$ cat src/rtl/g2sf_pkg.sv
// g2sf_pkg: shared types and constants for the 2bpp span fill block
// used by g2sf_ctrl, g2sf_dp and gray2bpp_span_fill; no dependencies
package g2sf_pkg;

	localparam int DEF_MAX_SPAN_PIXELS = 240;
	localparam int DEF_PATTERN_ROWS    = 8;

	// magnitude bits walked by the row remainder unit
	localparam int MOD_STEPS = 9;

	localparam logic [1:0]  RST_GRAY_LEVEL     = 2'd3;
	localparam logic        RST_PAINT_MODE     = 1'b1;
	localparam logic [15:0] RST_FRAME_BASE     = 16'd0;
	localparam logic [6:0]  RST_LINE_STRIDE    = 7'd34;
	localparam logic        RST_PATTERN_ON     = 1'b0;
	localparam logic        RST_PATTERN_FIXED  = 1'b0;
	localparam logic [3:0]  RST_PATTERN_HEIGHT = 4'd8;
	localparam logic [63:0] RST_PATTERN_ROWS   = 64'd0;

	typedef enum logic [2:0] {
		REG_GRAY_LEVEL     = 3'd0,
		REG_PAINT_MODE     = 3'd1,
		REG_FRAME_BASE     = 3'd2,
		REG_LINE_STRIDE    = 3'd3,
		REG_PATTERN_ON     = 3'd4,
		REG_PATTERN_FIXED  = 3'd5,
		REG_PATTERN_HEIGHT = 3'd6,
		REG_PATTERN_ROWS   = 3'd7
	} reg_idx_t;

	typedef enum logic [3:0] {
		ST_IDLE = 4'b0001,
		ST_MOD  = 4'b0010,
		ST_FIX  = 4'b0100,
		ST_EMIT = 4'b1000
	} state_t;

	typedef struct packed {
		logic load;
		logic mod_step;
		logic fix;
		logic emit;
	} dp_cmd_t;

	typedef struct packed {
		logic len_zero;
		logic last_byte;
	} dp_status_t;

	typedef struct packed {
		logic [1:0]  gray_level;
		logic        paint_mode;
		logic [15:0] frame_base;
		logic [6:0]  line_stride;
		logic        pattern_on;
		logic        pattern_fixed;
		logic [3:0]  pattern_height;
		logic [63:0] pattern_rows;
	} cfg_t;

endpackage

$ cat src/rtl/g2sf_ctrl.sv
// g2sf_ctrl: sequencer for one span request (prepare, remainder steps, byte loop)
// depends on g2sf_pkg; drives g2sf_dp through dp_cmd_t
module g2sf_ctrl
	import g2sf_pkg::*;
(
	input  logic       clk,
	input  logic       arst_n,
	input  logic       in_valid,
	output logic       in_ready,
	output logic       out_valid,
	input  logic       out_ready,
	input  dp_status_t status,
	output dp_cmd_t    cmd
);

	state_t     state_q;
	logic [3:0] step_q;
	logic       out_valid_q;
	logic       out_free;

	assign in_ready  = (state_q == ST_IDLE);
	assign out_valid = out_valid_q;
	assign out_free  = !out_valid_q || out_ready;

	always_comb begin
		cmd          = '0;
		cmd.load     = in_valid && (state_q == ST_IDLE);
		cmd.mod_step = (state_q == ST_MOD);
		cmd.fix      = (state_q == ST_FIX);
		cmd.emit     = (state_q == ST_EMIT) && out_free;
	end

	always_ff @(posedge clk or negedge arst_n) begin
		if (!arst_n) begin
			state_q     <= ST_IDLE;
			step_q      <= '0;
			out_valid_q <= 1'b0;
		end else begin
			if (cmd.emit) begin
				out_valid_q <= 1'b1;
			end else if (out_ready) begin
				out_valid_q <= 1'b0;
			end
			case (state_q)
				ST_IDLE: begin
					if (in_valid && !status.len_zero) begin
						state_q <= ST_MOD;
						step_q  <= 4'(MOD_STEPS - 1);
					end
				end
				ST_MOD: begin
					if (step_q == '0) begin
						state_q <= ST_FIX;
					end else begin
						step_q <= step_q - 4'd1;
					end
				end
				ST_FIX: begin
					state_q <= ST_EMIT;
				end
				ST_EMIT: begin
					if (cmd.emit && status.last_byte) begin
						state_q <= ST_IDLE;
					end
				end
				default: begin
					state_q <= ST_IDLE;
				end
			endcase
		end
	end

endmodule

$ cat src/rtl/g2sf_dp.sv
// g2sf_dp: span datapath (address, pattern row remainder, rotation, byte masks)
// depends on g2sf_pkg; commanded by g2sf_ctrl
module g2sf_dp
	import g2sf_pkg::*;
#(
	parameter int MAX_SPAN_PIXELS = DEF_MAX_SPAN_PIXELS,
	parameter int PATTERN_ROWS    = DEF_PATTERN_ROWS
) (
	input  logic        clk,
	input  cfg_t        cfg,
	input  dp_cmd_t     cmd,
	output dp_status_t  status,
	input  logic [7:0]  span_x,
	input  logic [7:0]  span_y,
	input  logic [7:0]  span_len,
	input  logic [8:0]  origin_x,
	input  logic [8:0]  origin_y,
	output logic [15:0] byte_addr,
	output logic [7:0]  bit_mask,
	output logic [7:0]  bit_value,
	output logic        do_xor,
	output logic        last
);

	localparam int EW = $clog2(255 + MAX_SPAN_PIXELS);
	localparam int BW = EW - 2;

	// request capture
	logic [7:0]    len_sat;
	logic [8:0]    ox_eff;
	logic [8:0]    oy_eff;
	logic [9:0]    diff;
	logic [8:0]    mag;
	logic [EW-1:0] endpx;
	logic [2:0]    phase;
	logic [3:0]    h_clamp;

	logic [BW-1:0] b_q;
	logic [BW-1:0] lastb_q;
	logic [BW-1:0] first_q;
	logic [1:0]    x_lo_q;
	logic [1:0]    end_lo_q;
	logic          pat_en_q;
	logic          neg_q;
	logic [8:0]    mag_q;
	logic [3:0]    rem_q;
	logic [3:0]    h_q;
	logic [2:0]    phase_q;
	logic [14:0]   prod_q;
	logic [15:0]   line_addr_q;
	logic [15:0]   pat_q;

	// remainder step and pattern word
	logic [3:0]  rem_sh;
	logic [3:0]  rem_nxt;
	logic [3:0]  row_full;
	logic [2:0]  row;
	logic [7:0]  row_bits;
	logic [15:0] expanded;
	logic [31:0] rot_dbl;
	logic [3:0]  rot_amt;

	// byte mask
	logic       is_first;
	logic       is_last;
	logic [1:0] lo;
	logic [1:0] hi;
	logic [7:0] mask;

	logic [15:0] addr_q;
	logic [7:0]  mask_q;
	logic [7:0]  value_q;
	logic        xor_q;
	logic        last_q;

	always_comb begin
		len_sat  = (span_len > 8'(MAX_SPAN_PIXELS)) ? 8'(MAX_SPAN_PIXELS) : span_len;
		ox_eff   = cfg.pattern_fixed ? 9'd0 : origin_x;
		oy_eff   = cfg.pattern_fixed ? 9'd0 : origin_y;
		diff     = {2'b00, span_y} - {oy_eff[8], oy_eff};
		mag      = diff[9] ? 9'(-diff) : diff[8:0];
		endpx    = EW'(span_x) + EW'(len_sat) - EW'(1);
		phase    = {span_x[2], 2'b00} - ox_eff[2:0];
		if (cfg.pattern_height == 4'd0) begin
			h_clamp = 4'd1;
		end else if (cfg.pattern_height > 4'(PATTERN_ROWS)) begin
			h_clamp = 4'(PATTERN_ROWS);
		end else begin
			h_clamp = cfg.pattern_height;
		end
	end

	always_comb begin
		rem_sh  = {rem_q[2:0], mag_q[8]};
		rem_nxt = (rem_sh >= h_q) ? rem_sh - h_q : rem_sh;
		row_full = (neg_q && rem_q != 4'd0) ? h_q - rem_q : rem_q;
		row      = row_full[2:0];
		row_bits = cfg.pattern_rows[{row, 3'b000} +: 8];
		for (int i = 0; i < 8; i++) begin
			expanded[2*i +: 2] = {2{row_bits[i]}};
		end
		rot_amt = {phase_q, 1'b0};
		rot_dbl = {expanded, expanded} >> rot_amt;
	end

	always_comb begin
		is_first = (b_q == first_q);
		is_last  = (b_q == lastb_q);
		lo       = is_first ? x_lo_q : 2'd0;
		hi       = is_last ? end_lo_q : 2'd3;
		mask     = (8'hFF << {lo, 1'b0}) & (8'hFF >> (3'd6 - {hi, 1'b0})) & pat_q[7:0];
	end

	always_ff @(posedge clk) begin
		if (cmd.load) begin
			first_q  <= BW'(span_x[7:2]);
			lastb_q  <= endpx[EW-1:2];
			x_lo_q   <= span_x[1:0];
			end_lo_q <= endpx[1:0];
			pat_en_q <= cfg.pattern_on && (origin_x != 9'h1FF);
			neg_q    <= diff[9];
			mag_q    <= mag;
			rem_q    <= 4'd0;
			h_q      <= h_clamp;
			phase_q  <= phase;
			prod_q   <= 15'(span_y * cfg.line_stride);
		end
		if (cmd.mod_step) begin
			rem_q       <= rem_nxt;
			mag_q       <= {mag_q[7:0], 1'b0};
			line_addr_q <= cfg.frame_base + 16'(prod_q);
		end
		if (cmd.fix) begin
			pat_q <= pat_en_q ? rot_dbl[15:0] : 16'hFFFF;
			b_q   <= first_q;
		end
		if (cmd.emit) begin
			addr_q  <= line_addr_q + 16'(b_q);
			mask_q  <= mask;
			value_q <= mask & {4{cfg.gray_level}};
			xor_q   <= ~cfg.paint_mode;
			last_q  <= is_last;
			b_q     <= b_q + BW'(1);
			pat_q   <= {pat_q[7:0], pat_q[15:8]};
		end
	end

	assign status.len_zero  = (span_len == 8'd0);
	assign status.last_byte = is_last;

	assign byte_addr = addr_q;
	assign bit_mask  = mask_q;
	assign bit_value = value_q;
	assign do_xor    = xor_q;
	assign last      = last_q;

endmodule

$ cat src/rtl/gray2bpp_span_fill.sv
// gray2bpp_span_fill: horizontal span fill for a 2bpp framebuffer, top level
// depends on g2sf_pkg, g2sf_ctrl and g2sf_dp; holds the configuration registers
//
// usage:
//   cfg channel (cfg_valid/cfg_ready, cfg_index, cfg_data) writes one register per
//   transaction; cfg_ready is always high; write only while no span is in flight
//   in channel takes one span request per transaction (span_x, span_y, span_len,
//   origin_x, origin_y); in_ready is high only while the sequencer is idle
//   out channel gives one byte operation per transaction in increasing address
//   order, last marks the final byte of the span; a zero length gives none
//   a taken request is captured, then the bit-serial pattern row remainder is walked
//   and the pattern word set up before the emit loop fills the output register;
//   a span gives up to 61 bytes, one per cycle from the emit loop while the receiver
//   takes them, and a new request is taken only once the last byte has been issued
//   a stalled receiver holds the output register and freezes the byte loop;
//   the next request can be taken while the final byte still waits
//   reset: registers return to their defaults, sequencer idle, out_valid low
module gray2bpp_span_fill
	import g2sf_pkg::*;
#(
	parameter int MAX_SPAN_PIXELS = DEF_MAX_SPAN_PIXELS,
	parameter int PATTERN_ROWS    = DEF_PATTERN_ROWS
) (
	input  logic        clk,
	input  logic        arst_n,
	input  logic        cfg_valid,
	output logic        cfg_ready,
	input  logic [2:0]  cfg_index,
	input  logic [63:0] cfg_data,
	input  logic        in_valid,
	output logic        in_ready,
	input  logic [7:0]  span_x,
	input  logic [7:0]  span_y,
	input  logic [7:0]  span_len,
	input  logic [8:0]  origin_x,
	input  logic [8:0]  origin_y,
	output logic        out_valid,
	input  logic        out_ready,
	output logic [15:0] byte_addr,
	output logic [7:0]  bit_mask,
	output logic [7:0]  bit_value,
	output logic        do_xor,
	output logic        last
);

	cfg_t       cfg_q;
	dp_cmd_t    cmd;
	dp_status_t status;

	assign cfg_ready = 1'b1;

	always_ff @(posedge clk or negedge arst_n) begin
		if (!arst_n) begin
			cfg_q.gray_level     <= RST_GRAY_LEVEL;
			cfg_q.paint_mode     <= RST_PAINT_MODE;
			cfg_q.frame_base     <= RST_FRAME_BASE;
			cfg_q.line_stride    <= RST_LINE_STRIDE;
			cfg_q.pattern_on     <= RST_PATTERN_ON;
			cfg_q.pattern_fixed  <= RST_PATTERN_FIXED;
			cfg_q.pattern_height <= RST_PATTERN_HEIGHT;
			cfg_q.pattern_rows   <= RST_PATTERN_ROWS;
		end else if (cfg_valid && cfg_ready) begin
			case (reg_idx_t'(cfg_index))
				REG_GRAY_LEVEL:     cfg_q.gray_level     <= cfg_data[1:0];
				REG_PAINT_MODE:     cfg_q.paint_mode     <= cfg_data[0];
				REG_FRAME_BASE:     cfg_q.frame_base     <= cfg_data[15:0];
				REG_LINE_STRIDE:    cfg_q.line_stride    <= cfg_data[6:0];
				REG_PATTERN_ON:     cfg_q.pattern_on     <= cfg_data[0];
				REG_PATTERN_FIXED:  cfg_q.pattern_fixed  <= cfg_data[0];
				REG_PATTERN_HEIGHT: cfg_q.pattern_height <= cfg_data[3:0];
				REG_PATTERN_ROWS:   cfg_q.pattern_rows   <= cfg_data;
				default: begin
				end
			endcase
		end
	end

	g2sf_ctrl u_ctrl (
		.clk       (clk),
		.arst_n    (arst_n),
		.in_valid  (in_valid),
		.in_ready  (in_ready),
		.out_valid (out_valid),
		.out_ready (out_ready),
		.status    (status),
		.cmd       (cmd)
	);

	g2sf_dp #(
		.MAX_SPAN_PIXELS (MAX_SPAN_PIXELS),
		.PATTERN_ROWS    (PATTERN_ROWS)
	) u_dp (
		.clk       (clk),
		.cfg       (cfg_q),
		.cmd       (cmd),
		.status    (status),
		.span_x    (span_x),
		.span_y    (span_y),
		.span_len  (span_len),
		.origin_x  (origin_x),
		.origin_y  (origin_y),
		.byte_addr (byte_addr),
		.bit_mask  (bit_mask),
		.bit_value (bit_value),
		.do_xor    (do_xor),
		.last      (last)
	);

endmodule

$ cat config.mk
export PLATFORM = sky130hd
export DESIGN_NAME = gray2bpp_span_fill
export DESIGN_NICKNAME = d
export VERILOG_FILES = /design/src/rtl/g2sf_pkg.sv /design/src/rtl/g2sf_ctrl.sv /design/src/rtl/g2sf_dp.sv /design/src/rtl/gray2bpp_span_fill.sv
export SDC_FILE = /design/constraint.sdc
export NUM_CORES = 1
export LEC_CHECK = 0
export BUFFER_PORTS_ARGS = -buffer_cell sky130_fd_sc_hd__clkbuf_2
export CAP_MARGIN = 20
export CORE_MARGIN = 2
export CORE_UTILIZATION = 55
export CTS_CLUSTER_SIZE = 10
export DETAILED_ROUTE_END_ITERATION = 6
export HOLD_SLACK_MARGIN = 0.15
export PLACE_DENSITY = 0.81
export SETUP_SLACK_MARGIN = 0.1
export SKIP_LAST_GASP = 1
export SLEW_MARGIN = 20
export SYNTH_ARGS = -nofsm -noshare
export SYNTH_HDL_FRONTEND = slang
export SYNTH_SLANG_ARGS = --single-unit
$ cat constraint.sdc
create_clock -name clk -period 8 [get_ports clk]
set_clock_uncertainty 0.1 [all_clocks]
set_input_delay 2.4 -clock clk [delete_from_list [all_inputs] [get_ports clk]]
set_output_delay 2.4 -clock clk [all_outputs]
set_load 0.01 [all_outputs]
======== Word level (Yosys, flattened, before mapping) ========
Index checks and enable logic that the tools add are counted.
word-level totals
  register bits ........................... 232
  bits of input ports ..................... 114
  output and inout bits ................... 37
  logic and storage cells ................. 130
cells by class
  add/subtract/negate cells ............... 12
  multiply operators ...................... 1
  order comparisons ....................... 3
  equal/unequal tests ..................... 18
  shifts and indexed selects .............. 4
  multiplexer cells ....................... 27
  bitwise gates (word level) .............. 4
  reductions and logical operators ........ 29
operators with widths
  operator               count
  $shiftx A64 B7 Y8      1
  $mux W16               3
  $mux W4                9
  $mux W9                4
  $shr A32 B4 Y16        1
  $and A8 B8 Y8          3
  $add A16 B15 Y16       1
  $add A16 B7 Y16        1
  $pmux W4 S4            1
  $reduce_and A2 Y1      8
  $mul A8 B7 Y15         1
  $mux W7                2
  $eq A3 B3 Y1 const B   4
  $sub A9 B9 Y10         1
  $add A8 B8 Y9          1
  $ne A9 B9 Y1 const B   1
  $neg A9 Y9             1
  $sub A9 B1 Y9 const B  1
  $gt A8 B8 Y1 const B   1
  $logic_not A4 Y1       2
  $logic_not A8 Y1       1
  $mux W8                1
  $pmux W4 S2            1
  $reduce_bool A2 Y1     4
  other kinds (30)       44

======== Longest topological paths before layout ========
Gate-level depths: netlist of run 1.
  word-level depth ........................ 8
  mapped depth ............................ 17
  mapped depth without buffers ............ 17

======== Cells and area by module ========
Synthesis of run 1 repeated with hierarchy kept, for this count alone.
second synthesis, totals
  cells, all modules ...................... 1149
  area total of the unflattened synthesis .. 13842.0 sq um
modules (own cells, without submodules)
  module              times used  cells an instance  area an instance (sq um)  seq. area each (sq um)
  g2sf_dp             1           890                9635.5                    3803.6
  gray2bpp_span_fill  1           213                3707.3                    2409.8
  g2sf_ctrl           1           46                 499.2                     226.5

======== Least setup slack after synthesis of run 1 ========
Ideal clock, no wire load.
  kind .................................... input port to flip-flop
  from .................................... input port span_y[3]
  to ...................................... register u_dp.prod_q[12] (data pin)
  library setup time ...................... 0.258 ns
  arrival time ............................ 5.937 ns
  required time ........................... 7.642 ns
  path slack .............................. 1.705 ns
  stages .................................. 17
  buffers on the path ..................... 0
  cell sequence ........................... and2_1 fa_1 inv_1 fa_1 inv_1 fa_1 inv_1 fa_1 inv_1 ha_1 inv_1 o21bai_1 a21oi_1 o21bai_1 a41oi_1 nor2b_1 xnor2_1
on the way
  word-level cells in the longest chain between the ends .. 1
RTL lines
  what                  line                      source
  from (decl)           gray2bpp_span_fill.sv:33  input logic [7:0] span_y,
  $mul A8 B7 Y15        g2sf_dp.sv:126            prod_q <= 15'(span_y * cfg.line_stride);
  to (signal assigned)  g2sf_dp.sv:126
  to (decl)             g2sf_dp.sv:49             logic [14:0] prod_q;
Every way passes these cells.
A chain may end at the register's enable or synchronous reset.

======== Final worst setup path of run 1 ========
Ends and elaborated chain as after synthesis.

==> flow_summary.html, run 1 <==
<table>
<tr><th>Metric</th><th>Value</th></tr>
<tr><th colspan="2">Run status</th></tr>
<tr><td>Run status</td><td>completed</td></tr>
<tr><th colspan="2">Finish</th></tr>
<tr><td>Nets@finish</td><td>1543</td></tr>
<tr><td>Filler cell count</td><td>1867</td></tr>
<tr><td>Signed area change from the synthesized netlist to the final layout</td><td>13.77%</td></tr>
<tr><td>Final core utilization</td><td>0.6360</td></tr>
<tr><td>Layout cells sized above 1</td><td>0.1706</td></tr>
<tr><th colspan="2">Yosys</th></tr>
<tr><td>Gate Count Post-Synth</td><td>1149</td></tr>
<tr><td>Leading register cell type out of synthesis</td><td>edfxtp_1</td></tr>
<tr><td>Number of different library cells in the post-synthesis netlist</td><td>67</td></tr>
<tr><td>Top area cells in the synthesized netlist</td><td>edfxtp_1, dfrtp_1, ha_1, mux2_1, fa_1</td></tr>
<tr><td>Synthesized net count</td><td>1386</td></tr>
<tr><td>Count of yosys warnings during synthesis</td><td>0</td></tr>
<tr><td>Fraction of synthesized cell area taken by the top area cell type</td><td>0.2783</td></tr>
<tr><td>Avg Synthesized Cell Area</td><td>11.83 um2</td></tr>
<tr><td>Number of synthesized flops with an enable pin</td><td>126</td></tr>
<tr><td>Yosys top cell by area</td><td>edfxtp_1</td></tr>
<tr><td>Combined area of all synthesized cells</td><td>13600 um2</td></tr>
<tr><td>Register area share after synthesis</td><td>0.4737</td></tr>
<tr><td>Share of flip-flops with an asynchronous set or reset after synthesis</td><td>0.4526</td></tr>
<tr><td>Number of register bits inferred by synthesis</td><td>232</td></tr>
<tr><th colspan="2">Min path</th></tr>
<tr><td>Hold path depth</td><td>2</td></tr>
<tr><td>Tightest Hold Check Type</td><td>reg2reg</td></tr>
<tr><th colspan="2">Timing</th></tr>
<tr><td>RSZ-0062 raised after global routing</td><td>no</td></tr>
<tr><td>Worst-margin pin slew</td><td>between 1 and 1.5 ns</td></tr>
<tr><td>Endpoints failing setup</td><td>0</td></tr>
<tr><td>Setup TNS after final layout</td><td>0 ns</td></tr>
<tr><td>Post-layout minimum cycle time</td><td>between 6 and 7 ns</td></tr>
<tr><td>Top achievable clock speed</td><td>163.4 MHz</td></tr>
<tr><td>Final period utilization</td><td>0.7649</td></tr>
<tr><td>Number of failing hold endpoints at the final stage</td><td>0</td></tr>
<tr><td>Worst rel slew slack</td><td>0.3084</td></tr>
<tr><td>Max Transition Viols Final</td><td>0</td></tr>
<tr><th colspan="2">Global route</th></tr>
<tr><td>Maximum number of pins on one net before global-route repair</td><td>just under 70</td></tr>
<tr><td>Antenna violations before repair</td><td>1</td></tr>
<tr><td>Total track usage</td><td>0.2227</td></tr>
<tr><td>Global-route wire length before repair</td><td>46.38 mm</td></tr>
<tr><td>Via count of the first global-routing pass</td><td>9238</td></tr>
<tr><td>Overflow after GRT</td><td>0</td></tr>
<tr><th colspan="2">Drt</th></tr>
<tr><td>Number of routed nets with antenna violations</td><td>0</td></tr>
<tr><td>WL final</td><td>around 28 mm</td></tr>
<tr><td>Post-route DRC violation count</td><td>0</td></tr>
<tr><td>Avg WL per Cell</td><td>17.12 um</td></tr>
<tr><td>Routed vias/inst</td><td>5.513</td></tr>
<tr><td>DRC violation total after the first TritonRoute iteration</td><td>509</td></tr>
<tr><td>Count of vias placed by the detailed router</td><td>9097</td></tr>
<tr><td>Number of detailed-routing iterations run before antenna repair</td><td>4</td></tr>
<tr><th colspan="2">CTS</th></tr>
<tr><td>Clock tree from TritonCTS</td><td>done</td></tr>
<tr><td>Clock sinks</td><td>232</td></tr>
<tr><td>Number of buffers on the longest clock path</td><td>3</td></tr>
<tr><td>Clk pin slew, worst setup/hold paths</td><td>0.05 ns</td></tr>
<tr><td>PostCTS Resize Cnt</td><td>0</td></tr>
<tr><td>Number of H-tree levels</td><td>1</td></tr>
<tr><td>Buffer count from post-CTS setup fixing</td><td>0</td></tr>
<tr><td>Hold bufs inserted after CTS</td><td>0</td></tr>
<tr><td>Clock buffers created by TritonCTS</td><td>27</td></tr>
<tr><td>Insertion delay to the later sink of the worst-skew pair</td><td>about 0.53 ns</td></tr>
<tr><td>Library cell used as clock root buffer</td><td>clkbuf_16</td></tr>
<tr><th colspan="2">Setup path</th></tr>
<tr><td>Required time of the critical path</td><td>8.18 ns</td></tr>
<tr><td>Worst Reg-to-Reg Cells</td><td>16</td></tr>
<tr><td>Worst endpoint data arrival time</td><td>roughly 6.3 ns</td></tr>
<tr><td>CP max FO</td><td>8</td></tr>
<tr><td>Type of origin of the critical path</td><td>input pin</td></tr>
<tr><td>Sort of element at the end of the critical path</td><td>flip-flop</td></tr>
<tr><td>Setup CP Type</td><td>in2reg</td></tr>
<tr><th colspan="2">Power</th></tr>
<tr><td>Power density normalized to cell area</td><td>329.7 nW/um2</td></tr>
<tr><td>Worst vdd ir</td><td>between 150 and 200 uV</td></tr>
<tr><td>Static leakage</td><td>6.915 nW</td></tr>
<tr><td>Total power after layout</td><td>5.099 mW</td></tr>
<tr><th colspan="2">Placed design</th></tr>
<tr><td>Final estimated routing congestion in global placement</td><td>0.8285</td></tr>
<tr><td>Number of buffer cells added on primary ports</td><td>149</td></tr>
<tr><td>Total half-perimeter wirelength after legalization and detailed placement</td><td>21.20 mm</td></tr>
<tr><th colspan="2">Flow run</th></tr>
<tr><td>Max-capacitance violation count</td><td>0</td></tr>
<tr><th colspan="2">Floorplan</th></tr>
<tr><td>I/O pin count</td><td>roughly 150</td></tr>
<tr><td>Die W</td><td>161.2 um</td></tr>
<tr><td>Core box area</td><td>24320 um2</td></tr>
<tr><td>Chip height</td><td>161.2 um</td></tr>
<tr><td>Number of standard-cell rows in the floorplan</td><td>57</td></tr>
<tr><td>Area enclosed by the die boundary</td><td>~26000 um2</td></tr>
<tr><td>Initial core utilization</td><td>0.5590</td></tr>
</table>
==> through the flow <==
| step | hold slack [ns] | cells | cell area [um2] | setup WS [ns] |
|---|---|---|---|---|
| 2_1_floorplan | 0.3569 | 1149 | 13600 | 1.705 |
| 3_3_place_gp | 0.3729 | 1600 | 14670 | 1.381 |
| 3_5_place_dp | 0.3742 | 1600 | 14680 | 1.332 |
| 4_1_cts | 0.3913 | 1648 | 15450 | 1.884 |
| 5_1_grt | 0.4005 | 1649 | 15460 | 1.600 |
| 6_report | 0.3871 | 1650 | 15470 | 1.880 |
==> cell usage in the layout (no fill, tap or decap), types with 7 or more instances in the layout <==
cell type / n
a21o_1: 12
a21oi_1: 40
and2_1: 54
and3_1: 11
clkbuf_1: 18
clkbuf_16: 27
clkbuf_2: 148
dfrtp_1: 98
dfstp_2: 7
edfxtp_1: 126
fa_1: 35
ha_1: 88
inv_1: 94
mux2_1: 89
mux2_2: 13
mux2i_1: 50
mux4_2: 8
nand2_1: 62
nand2b_1: 12
nand3_1: 12
nor2_1: 82
nor2b_1: 15
nor3_1: 14
o21ai_1: 23
o21bai_1: 7
o22ai_1: 8
xnor2_1: 46
xor2_1: 29
==> critical path: stages <==
cell and delay, ns:
clkbuf_2 0.14, and2_1 0.18, fa_1 0.53, inv_1 0.05
fa_1 0.47, inv_1 0.05, fa_1 0.52, inv_1 0.05
fa_1 0.53, inv_1 0.04, ha_1 0.32, inv_1 0.06
o21bai_1 0.06, a21oi_1 0.22, o21bai_1 0.12, a41oi_1 0.27
nor2b_1 0.20, xnor2_1 0.07
==> cell families (layout without fill, tap and decap cells) <==
family	count (synthesis)	after routing	synth area share
XOR/XNOR	75	75	0.04832
multiplexers	160	160	0.1345
flip-flops	232	232	0.4737
AND/OR/NAND/NOR	295	295	0.1088
adder cells (fa/ha/maj)	123	123	0.1325
buffers and inverters	126	302	0.03709
AO/OA/AOI/OAI	137	137	0.06479
other	1	2	0.0002758
==> metal layers <==
| metal | routed length, um | vias up | GRT usage |
|---|---|---|---|
| met3 | 1204 | 45 | 0.02851 |
| met2 | 14540 | 210 | 0.4005 |
| met1 | 11880 | 4481 | 0.2859 |
| met5 | 0 | - | 0 |
| met4 | 616 | 0 | 0.05804 |
| li1 | - | 4361 | - |
==> flip-flops by register name, summed over array words and instances (netlist names), 2 cells and up <==
name / flops
u_dp.bit_value: 8
u_dp.b_q: 7
u_ctrl.state_q: 4
u_ctrl.step_q: 4
u_dp.x_lo_q: 2
u_dp.h_q: 4
u_dp.pat_q: 16
u_dp.end_lo_q: 2
u_dp.first_q: 6
u_dp.line_addr_q: 16
u_dp.mag_q: 9
u_dp.rem_q: 4
u_dp.bit_mask: 8
cfg_q: 96
u_dp.phase_q: 3
u_dp.lastb_q: 7
u_dp.prod_q: 15
u_dp.byte_addr: 16
==> layout make-up <==
class	count	area, um2	share of cell area
flip-flops and latches	232	6440	0.4164
clock inverters	2	13.76	0.0008898
diodes	1	2.502	0.0001618
multi-input cells	791	6675	0.4316
clock buffers	46	757.0	0.04894
well taps	324	405.4	0.02621
inverters	99	372.9	0.02411
repair buffers	155	800.8	0.05177
==> power by group <==
group | switching [mW] | internal [mW]
clock | 0.453 | 0.636
sequential | 0.175 | 1.65
combinational | 1.17 | 1.01
total | 1.80 | 3.30
==> synth_stat cells (all sizes together), types with 10 or more instances <==
library cell  instances
dfrtp                98
nand2b               12
fa                   35
nand3                12
ha                   88
inv                  99
nor3                 14
mux2                102
nor2                 82
xor2                 29
mux2i                50
a21oi                41
and3                 11
a21o                 12
and2                 54
buf                  10
edfxtp              126
o21ai                26
nor2b                15
xnor2                46
nand2                62
clkbuf               17
==> worst paths after layout <==
kind                                       start                        end  slack (ns)
max reg2reg                cfg_q[75]$_DFFE_PN1P_  u_dp.prod_q[12]$_DFFE_PP_        3.35
min in group asynchronous                 arst_n      cfg_q[14]$_DFFE_PN0P_        1.74
max in group asynchronous                 arst_n      cfg_q[49]$_DFFE_PN0P_        4.86
min                        cfg_q[93]$_DFFE_PN1P_      cfg_q[93]$_DFFE_PN1P_        0.39
max                                    span_y[3]  u_dp.prod_q[12]$_DFFE_PP_        1.88
min reg2reg                cfg_q[93]$_DFFE_PN1P_      cfg_q[93]$_DFFE_PN1P_        0.39
Note: power is estimated with default switching activity, not from simulation.
==> run 2, diff against run 1 <==
--- a/config.mk
+++ b/config.mk
@@ -8,11 +8,11 @@
 export BUFFER_PORTS_ARGS = -buffer_cell sky130_fd_sc_hd__clkbuf_2
 export CAP_MARGIN = 20
 export CORE_MARGIN = 2
-export CORE_UTILIZATION = 55
+export CORE_UTILIZATION = 54
 export CTS_CLUSTER_SIZE = 10
 export DETAILED_ROUTE_END_ITERATION = 6
 export HOLD_SLACK_MARGIN = 0.15
-export PLACE_DENSITY = 0.81
+export PLACE_DENSITY = 0.82
 export SETUP_SLACK_MARGIN = 0.1
 export SKIP_LAST_GASP = 1
 export SLEW_MARGIN = 20
==> constraint.sdc (replaced) <==
create_clock -name clk -period 5.1 [get_ports clk]
set_clock_uncertainty 0.1 [all_clocks]
set_input_delay 1.53 -clock clk [delete_from_list [all_inputs] [get_ports clk]]
set_output_delay 1.53 -clock clk [all_outputs]
set_load 0.01 [all_outputs]
==> flow_summary.html, run 2 (synthesis gave the netlist of run 1 again) <==
<table>
<tr><th>Metric</th><th>Value</th></tr>
<tr><th colspan="2">Run status</th></tr>
<tr><td>Run status</td><td>completed</td></tr>
<tr><th colspan="2">Min path</th></tr>
<tr><td>Hold endpoint</td><td>cfg_q[49]$_DFFE_PN0P_</td></tr>
<tr><td>Hold path depth</td><td>1 (-1)</td></tr>
<tr><td>Worst Hold Launch</td><td>cfg_q[49]$_DFFE_PN0P_</td></tr>
<tr><td>Tightest Hold Check Type</td><td>reg2reg</td></tr>
<tr><th colspan="2">Finish</th></tr>
<tr><td>Final core utilization</td><td>0.6309 (-0.005139)</td></tr>
<tr><td>Max reg flops</td><td>96 (unchanged)</td></tr>
<tr><td>Register bank with the most flops</td><td>cfg_q</td></tr>
<tr><td>Commonest non-fill, non-tap cell in the layout</td><td>clkbuf_2</td></tr>
<tr><td>Layout cells sized above 1</td><td>0.1970 (+0.02647)</td></tr>
<tr><td>Filler cell count</td><td>1894 (+1.4%)</td></tr>
<tr><td>Final Cell Area</td><td>15750 um2 (+1.8%)</td></tr>
<tr><td>Commonest cells after routing, fill and taps aside</td><td>clkbuf_2, edfxtp_1, dfrtp_1, inv_1, mux2_1</td></tr>
<tr><td>Signed area change from the synthesized netlist to the final layout</td><td>15.84%</td></tr>
<tr><td>Nets@finish</td><td>1569 (+1.7%)</td></tr>
<tr><td>Diode count</td><td>0 (-1)</td></tr>
<tr><th colspan="2">Flow run</th></tr>
<tr><td>Max-capacitance violation count</td><td>0 (unchanged)</td></tr>
<tr><th colspan="2">Setup path</th></tr>
<tr><td>Worst R2R Start</td><td>cfg_q[75]$_DFFE_PN1P_</td></tr>
<tr><td>FF-to-FF setup slack</td><td>0.73 ns (-2.62 ns)</td></tr>
<tr><td>Sort of element at the end of the critical path</td><td>flip-flop</td></tr>
<tr><td>Worst Reg-to-Reg Cells</td><td>16 (unchanged)</td></tr>
<tr><td>Setup CP Type</td><td>in2reg</td></tr>
<tr><td>Worst endpoint data arrival time</td><td>5.07 ns (-1.23 ns)</td></tr>
<tr><td>Type of origin of the critical path</td><td>input pin</td></tr>
<tr><td>Required time of the critical path</td><td>5.29 ns (-2.89 ns)</td></tr>
<tr><td>CP max FO</td><td>6 (-2)</td></tr>
<tr><td>Reg2Reg Capture Point</td><td>u_dp.prod_q[12]$_DFFE_PP_</td></tr>
<tr><th colspan="2">Placed design</th></tr>
<tr><td>Number of buffer cells added on primary ports</td><td>149 (unchanged)</td></tr>
<tr><td>Instance area after placement</td><td>14950 um2 (+1.8%)</td></tr>
<tr><td>Final estimated routing congestion in global placement</td><td>0.8424 (+1.7%)</td></tr>
<tr><td>Total half-perimeter wirelength after legalization and detailed placement</td><td>21.72 mm (+2.5%)</td></tr>
<tr><th colspan="2">Floorplan</th></tr>
<tr><td>Die W</td><td>162.7 um (+0.90%)</td></tr>
<tr><td>Number of standard-cell rows in the floorplan</td><td>58 (+1.8%)</td></tr>
<tr><td>Initial core utilization</td><td>0.5446 (-0.01443)</td></tr>
<tr><td>I/O pin count</td><td>151 (unchanged)</td></tr>
<tr><td>Chip height</td><td>162.7 um (+0.90%)</td></tr>
<tr><td>Area enclosed by the die boundary</td><td>26460 um2 (+1.8%)</td></tr>
<tr><td>Core box area</td><td>24960 um2 (+2.6%)</td></tr>
<tr><th colspan="2">Timing</th></tr>
<tr><td>Max Transition Viols Final</td><td>0 (unchanged)</td></tr>
<tr><td>Setup TNS after final layout</td><td>0 ns (unchanged)</td></tr>
<tr><td>Worst-margin pin slew</td><td>0.8708 ns (-0.1665 ns)</td></tr>
<tr><td>RSZ-0062 raised after global routing</td><td>yes</td></tr>
<tr><td>Post-layout minimum cycle time</td><td>4.878 ns</td></tr>
<tr><td>Worst rel slew slack</td><td>0.4195 (+0.1110)</td></tr>
<tr><td>Top achievable clock speed</td><td>205.0 MHz</td></tr>
<tr><td>Endpoints failing setup</td><td>0 (unchanged)</td></tr>
<tr><td>Final period utilization</td><td>0.9564</td></tr>
<tr><td>Number of failing hold endpoints at the final stage</td><td>0 (unchanged)</td></tr>
<tr><th colspan="2">CTS</th></tr>
<tr><td>Clock buffers created by TritonCTS</td><td>27 (unchanged)</td></tr>
<tr><td>Number of buffers on the longest clock path</td><td>3 (unchanged)</td></tr>
<tr><td>Library cell used as clock root buffer</td><td>clkbuf_16</td></tr>
<tr><td>Clock tree from TritonCTS</td><td>done</td></tr>
<tr><td>Number of H-tree levels</td><td>1 (unchanged)</td></tr>
<tr><td>Clk pin slew, worst setup/hold paths</td><td>0.06 ns (about the same)</td></tr>
<tr><td>Clock sinks</td><td>232 (unchanged)</td></tr>
<tr><td>Insertion delay to the later sink of the worst-skew pair</td><td>0.54 ns (about the same)</td></tr>
<tr><td>Hold bufs inserted after CTS</td><td>0 (unchanged)</td></tr>
<tr><th colspan="2">Global route</th></tr>
<tr><td>Overflow after GRT</td><td>0 (unchanged)</td></tr>
<tr><td>Global-route wire length before repair</td><td>46.49 mm (+0.24%)</td></tr>
<tr><td>Antenna violations before repair</td><td>0 (-1)</td></tr>
<tr><td>Total track usage</td><td>0.2213 (-0.001388)</td></tr>
<tr><td>Via count of the first global-routing pass</td><td>9366 (+1.4%)</td></tr>
<tr><td>Maximum number of pins on one net before global-route repair</td><td>90 (+32%)</td></tr>
<tr><th colspan="2">Drt</th></tr>
<tr><td>DRC violation total after the first TritonRoute iteration</td><td>611 (+20%)</td></tr>
<tr><td>Post-route DRC violation count</td><td>0 (unchanged)</td></tr>
<tr><td>Number of routed nets with antenna violations</td><td>0 (unchanged)</td></tr>
<tr><td>WL final</td><td>28.48 mm (+0.83%)</td></tr>
<tr><td>Count of vias placed by the detailed router</td><td>9222 (+1.4%)</td></tr>
<tr><td>Routed vias/inst</td><td>5.489 (-0.44%)</td></tr>
<tr><td>Number of detailed-routing iterations run before antenna repair</td><td>5 (+1)</td></tr>
<tr><td>Avg WL per Cell</td><td>16.95 um (-0.97%)</td></tr>
<tr><th colspan="2">Power</th></tr>
<tr><td>Static leakage</td><td>7.062 nW (+2.1%)</td></tr>
<tr><td>Power density normalized to cell area</td><td>530.9 nW/um2 (+61%)</td></tr>
<tr><td>Worst vdd ir</td><td>298.2 uV (+54%)</td></tr>
</table>
==> run 2: cell count changes in the layout (fill, tap and decap cells not counted), sizes merged <==
cell    delta
clkinv     -1
diode      -1
clkbuf     -1
inv        +1
buf       +26
==> run 2: repair_timing <==
| action | 4_1_cts | 5_1_grt |
|---|---|---|
| setup buffers | 0 | 0 |
| setup endpoints to repair | 0 | 3 |
| gates resized for setup | 0 | 2 |
| hold endpoints to repair | 0 | 0 |
==> run 2: worst max-delay path, stage by stage <==
cell,delay (ns)
clkbuf_2,0.12
and2_1,0.16
fa_1,0.50
inv_1,0.05
fa_1,0.48
inv_1,0.05
fa_1,0.47
inv_1,0.05
fa_1,0.49
inv_2,0.04
ha_4,0.27
inv_2,0.03
o21bai_1,0.15
a21oi_2,0.09
o21bai_2,0.17
a41oi_2,0.12
nor2b_2,0.18
xnor2_1,0.12
==> run 2: routing by layer <==
| layer | part of all wire | GRT usage | routed length, um | up-vias |
|---|---|---|---|---|
| met5 | 0 | 0 | 0 | - |
| met4 | 0.030 | 0.07643 | 861 | 0 |
| met3 | 0.042 | 0.02572 | 1189 | 57 |
| met2 | 0.50 | 0.3865 | 14150 | 263 |
| met1 | 0.43 | 0.2879 | 12280 | 4496 |
| li1 | - | - | - | 4406 |
==> run 2: where the power goes <==
group | internal, mW | switching [mW]
clock | 1.01 | 0.728
sequential | 2.59 | 0.273
combinational | 1.82 | 1.93
total | 5.43 | 2.94
==> run 2: worst max-delay path by stage <==
stage                     startpoint                        end  slack [ns]  cells past startpoint
final                      span_y[4]  u_dp.prod_q[12]$_DFFE_PP_        0.22                     18
after global routing       span_y[4]  u_dp.prod_q[12]$_DFFE_PP_        0.07                     18
after CTS                  span_y[4]  u_dp.prod_q[12]$_DFFE_PP_        0.17                     18
after detailed placement   span_y[4]  u_dp.prod_q[12]$_DFFE_PP_       -0.40                     18
after global placement     span_y[4]  u_dp.prod_q[12]$_DFFE_PP_       -0.33                     18
after floorplan            span_y[5]  u_dp.prod_q[12]$_DFFE_PP_       -0.08                     17
==> run 2: layout make-up <==
| type | count | area [um2] | share of cell area |
|---|---|---|---|
| clock buffer | 45 | 763.2 | 0.04846 |
| tap | 330 | 412.9 | 0.02622 |
| timing repair buffer | 181 | 992.2 | 0.06300 |
| inverter | 99 | 371.6 | 0.02360 |
| sequential | 232 | 6440 | 0.4089 |
| multi-input combinational | 791 | 6744 | 0.4282 |
| clock inverter | 2 | 25.02 | 0.001589 |
==> run 2: metrics by stage <==
stage | setup WS (ns) | power, mW | hold WS [ns] | instances
finish | 0.2223 | 8.361 | 0.3892 | 1680
global route | 0.06986 | 8.939 | 0.4063 | 1680
CTS | 0.1737 | 8.374 | 0.3931 | 1680
detailed placement | -0.3978 | 6.601 | 0.3809 | 1633
global placement | -0.3261 | 6.429 | 0.3740 | 1633
floorplan | -0.08273 | 5.586 | 0.3569 | 1149
==> run 3, diff against run 2 <==
--- a/config.mk
+++ b/config.mk
@@ -7,12 +7,16 @@
 export LEC_CHECK = 0
 export BUFFER_PORTS_ARGS = -buffer_cell sky130_fd_sc_hd__clkbuf_2
 export CAP_MARGIN = 20
+export CELL_PAD_IN_SITES_DETAIL_PLACEMENT = 0
+export CELL_PAD_IN_SITES_GLOBAL_PLACEMENT = 2
 export CORE_MARGIN = 2
-export CORE_UTILIZATION = 54
+export CORE_UTILIZATION = 36
+export CTS_CLUSTER_DIAMETER = 100
 export CTS_CLUSTER_SIZE = 10
 export DETAILED_ROUTE_END_ITERATION = 6
 export HOLD_SLACK_MARGIN = 0.15
-export PLACE_DENSITY = 0.82
+export MAX_ROUTING_LAYER = met4
+export PLACE_DENSITY = 0.81
 export SETUP_SLACK_MARGIN = 0.1
 export SKIP_LAST_GASP = 1
 export SLEW_MARGIN = 20
==> flow_summary.html, run 3 (synthesis gave the netlist of run 1 again) <==
<table>
<tr><th>Metric</th><th>Value</th></tr>
<tr><th colspan="2">Run status</th></tr>
<tr><td>Run status</td><td>completed</td></tr>
<tr><th colspan="2">Finish</th></tr>
<tr><td>Layout cells sized above 1</td><td>0.1979 (+0.0008950)</td></tr>
<tr><td>Nets@finish</td><td>1573 (+0.25%)</td></tr>
<tr><td>Final core utilization</td><td>0.4277 (-0.2032)</td></tr>
<tr><td>Max reg flops</td><td>96 (unchanged)</td></tr>
<tr><td>Final Cell Area</td><td>16000 um2 (+1.6%)</td></tr>
<tr><td>Register bank with the most flops</td><td>cfg_q</td></tr>
<tr><td>Commonest non-fill, non-tap cell in the layout</td><td>clkbuf_2</td></tr>
<tr><td>Commonest cells after routing, fill and taps aside</td><td>clkbuf_2, edfxtp_1, dfrtp_1, inv_1, mux2_1</td></tr>
<tr><td>Multi-input logic area</td><td>6744 um2 (unchanged)</td></tr>
<tr><td>Filler cell count</td><td>3587 (+89%)</td></tr>
<tr><td>Sequential Area</td><td>6440 um2 (unchanged)</td></tr>
<tr><td>Signed area change from the synthesized netlist to the final layout</td><td>17.65%</td></tr>
<tr><td>Non-filler cells, final</td><td>1869 (+11%)</td></tr>
<tr><th colspan="2">Setup path</th></tr>
<tr><td>Worst endpoint data arrival time</td><td>5.08 ns (about the same)</td></tr>
<tr><td>Cell repeated most along the worst path</td><td>fa_1</td></tr>
<tr><td>Type of origin of the critical path</td><td>input pin</td></tr>
<tr><td>CP max FO</td><td>6 (unchanged)</td></tr>
<tr><td>Sort of element at the end of the critical path</td><td>flip-flop</td></tr>
<tr><td>Slowest stage cell on the critical path</td><td>fa_1</td></tr>
<tr><td>List of cells traversed by the critical path</td><td>clkbuf_2 &gt; and2_1 &gt; fa_1 &gt; inv_1 &gt; fa_1 &gt; inv_1 &gt; fa_1 &gt; inv_1 &gt; fa_1 &gt; inv_2 &gt; ha_4 &gt; inv_2 &gt; o21bai_4 &gt; a21oi_2 &gt; o21bai_1 &gt; a41oi_2 &gt; a21oi_1 &gt; xnor2_1</td></tr>
<tr><td>Required time of the critical path</td><td>5.30 ns (about the same)</td></tr>
<tr><td>Worst Reg-to-Reg Cells</td><td>16 (unchanged)</td></tr>
<tr><td>Crit path largest cell delay</td><td>0.50 ns (about the same)</td></tr>
<tr><td>Setup CP Type</td><td>in2reg</td></tr>
<tr><th colspan="2">CTS</th></tr>
<tr><td>Hold bufs inserted after CTS</td><td>0 (unchanged)</td></tr>
<tr><td>Library cell used as clock root buffer</td><td>clkbuf_16</td></tr>
<tr><td>Number of buffers on the longest clock path</td><td>3 (unchanged)</td></tr>
<tr><td>Insertion delay to the later sink of the worst-skew pair</td><td>0.55 ns (about the same)</td></tr>
<tr><td>Clock sinks</td><td>232 (unchanged)</td></tr>
<tr><td>Clock tree from TritonCTS</td><td>done</td></tr>
<tr><td>PostCTS Resize Cnt</td><td>0 (unchanged)</td></tr>
<tr><td>Number of H-tree levels</td><td>1 (unchanged)</td></tr>
<tr><td>Buffer count from post-CTS setup fixing</td><td>0 (unchanged)</td></tr>
<tr><td>Clock buffers created by TritonCTS</td><td>27 (unchanged)</td></tr>
<tr><td>Clk pin slew, worst setup/hold paths</td><td>0.06 ns (about the same)</td></tr>
<tr><th colspan="2">Global route</th></tr>
<tr><td>Antenna violations before repair</td><td>3 (+3)</td></tr>
<tr><td>Maximum number of pins on one net before global-route repair</td><td>65 (-28%)</td></tr>
<tr><td>Overflow after GRT</td><td>0 (unchanged)</td></tr>
<tr><td>Total track usage</td><td>0.1660 (-0.05528)</td></tr>
<tr><td>Via count of the first global-routing pass</td><td>9206 (-1.7%)</td></tr>
<tr><td>Global-route wire length before repair</td><td>49.65 mm (+6.8%)</td></tr>
<tr><th colspan="2">Floorplan</th></tr>
<tr><td>Initial core utilization</td><td>0.3635 (-0.1811)</td></tr>
<tr><td>Die W</td><td>198.3 um (+22%)</td></tr>
<tr><td>Core box area</td><td>37400 um2 (+50%)</td></tr>
<tr><td>Chip height</td><td>198.3 um (+22%)</td></tr>
<tr><td>Number of standard-cell rows in the floorplan</td><td>71 (+22%)</td></tr>
<tr><td>I/O pin count</td><td>151 (unchanged)</td></tr>
<tr><td>Area enclosed by the die boundary</td><td>39340 um2 (+49%)</td></tr>
<tr><th colspan="2">Placed design</th></tr>
<tr><td>Final estimated routing congestion in global placement</td><td>0.8160 (-3.1%)</td></tr>
<tr><td>Place WS</td><td>-0.4426 ns (-0.04476 ns)</td></tr>
<tr><td>Instance area after placement</td><td>15190 um2 (+1.7%)</td></tr>
<tr><td>Placed Cells incl. Taps</td><td>1818 (+11%)</td></tr>
<tr><td>Total half-perimeter wirelength after legalization and detailed placement</td><td>23.72 mm (+9.2%)</td></tr>
<tr><td>Number of buffer cells added on primary ports</td><td>149 (unchanged)</td></tr>
<tr><th colspan="2">Timing</th></tr>
<tr><td>Final period utilization</td><td>0.9573 (about the same)</td></tr>
<tr><td>Endpoints failing setup</td><td>0 (unchanged)</td></tr>
<tr><td>Max Transition Viols Final</td><td>0 (unchanged)</td></tr>
<tr><td>Worst-margin pin slew</td><td>0.8539 ns (-0.01687 ns)</td></tr>
<tr><td>Top achievable clock speed</td><td>204.8 MHz (about the same)</td></tr>
<tr><td>RSZ-0062 raised after global routing</td><td>yes</td></tr>
<tr><td>Worst hold slack</td><td>0.3881 ns (-0.001094 ns)</td></tr>
<tr><td>Setup TNS after final layout</td><td>0 ns (unchanged)</td></tr>
<tr><td>Number of failing hold endpoints at the final stage</td><td>0 (unchanged)</td></tr>
<tr><td>PnR worst setup slack</td><td>0.2179 ns (-0.004391 ns)</td></tr>
<tr><td>Worst rel slew slack</td><td>0.4307 (+0.01124)</td></tr>
<tr><td>Post-layout minimum cycle time</td><td>4.882 ns (+0.004391 ns)</td></tr>
<tr><th colspan="2">Drt</th></tr>
<tr><td>Number of detailed-routing iterations run before antenna repair</td><td>5 (unchanged)</td></tr>
<tr><td>WL final</td><td>30.83 mm (+8.3%)</td></tr>
<tr><td>DRC violation total after the first TritonRoute iteration</td><td>452 (-26%)</td></tr>
<tr><td>Count of vias placed by the detailed router</td><td>8910 (-3.4%)</td></tr>
<tr><td>Number of routed nets with antenna violations</td><td>0 (unchanged)</td></tr>
<tr><td>Post-route DRC violation count</td><td>0 (unchanged)</td></tr>
<tr><td>Avg WL per Cell</td><td>16.49 um (-2.7%)</td></tr>
<tr><td>Routed vias/inst</td><td>4.767 (-13%)</td></tr>
<tr><th colspan="2">Min path</th></tr>
<tr><td>Hold path depth</td><td>1 (unchanged)</td></tr>
<tr><td>Tightest Hold Check Type</td><td>reg2reg</td></tr>
<tr><th colspan="2">Power</th></tr>
<tr><td>Power density normalized to cell area</td><td>524.0 nW/um2 (-1.3%)</td></tr>
<tr><td>Static leakage</td><td>7.068 nW (about the same)</td></tr>
<tr><td>Total power after layout</td><td>8.381 mW (+0.24%)</td></tr>
<tr><td>Worst vdd ir</td><td>247.0 uV (-17%)</td></tr>
<tr><th colspan="2">Flow run</th></tr>
<tr><td>Max-capacitance violation count</td><td>0 (unchanged)</td></tr>
</table>
[run 3: cell types whose count changed in the layout (fill, tap and decap cells not counted)]
cell | previous run | this run
buf_4 | 32 | 37
diode_2 | 0 | 4
clkbuf_1 | 16 | 18
clkbuf_8 | 2 | 0
a21oi_2 | 2 | 3
a21oi_4 | 1 | 0
buf_6 | 1 | 0
clkinv_2 | 1 | 0
inv_6 | 0 | 1
o21bai_2 | 1 | 0
o21bai_4 | 0 | 1
[run 3: final cells by class]
cell class	instances	area share
multi-input cells	791	0.4216
flip-flops and latches	232	0.4026
repair buffers	185	0.06367
clock buffers	45	0.04646
well taps	511	0.03997
inverters	99	0.02323
clock inverters	2	0.001799
diodes	4	0.0006258
[run 3: report_power, final]
part	leakage [nW]	total [mW]	internal [mW]	switching [mW]
sequential	2.43	2.86	2.59	0.271
combinational	4.27	3.77	1.82	1.95
clock	0.368	1.74	0.990	0.755
total	7.07	8.38	5.40	2.98
[run 3: worst paths after layout]
check	to	startpoint	slack, ns
max	u_dp.prod_q[14]$_DFFE_PP_	span_y[4]	0.22
min	cfg_q[29]$_DFFE_PN0P_	cfg_q[29]$_DFFE_PN0P_	0.39
min in group asynchronous	cfg_q[14]$_DFFE_PN0P_	arst_n	0.96
max in group asynchronous	cfg_q[93]$_DFFE_PN1P_	arst_n	3.01
max reg2reg	u_dp.prod_q[14]$_DFFE_PP_	cfg_q[75]$_DFFE_PN1P_	0.72
min reg2reg	cfg_q[29]$_DFFE_PN0P_	cfg_q[29]$_DFFE_PN0P_	0.39
[run 3: layer usage]
metal	global-route usage	routed length (um)
met1	0.2161	14300
met2	0.2769	14790
met3	0.02385	1240
met4	0.03314	495
met5	-	0
[run 3: critical path, delay by kind of cell]
| kind | cells | cell delay, ns |
|---|---|---|
| fa+ha+maj | 5 | 2.22 |
| xor+xnor | 1 | 0.10 |
| simple gates | 1 | 0.16 |
| compound gates | 5 | 0.73 |
| buf+inv | 6 | 0.35 |
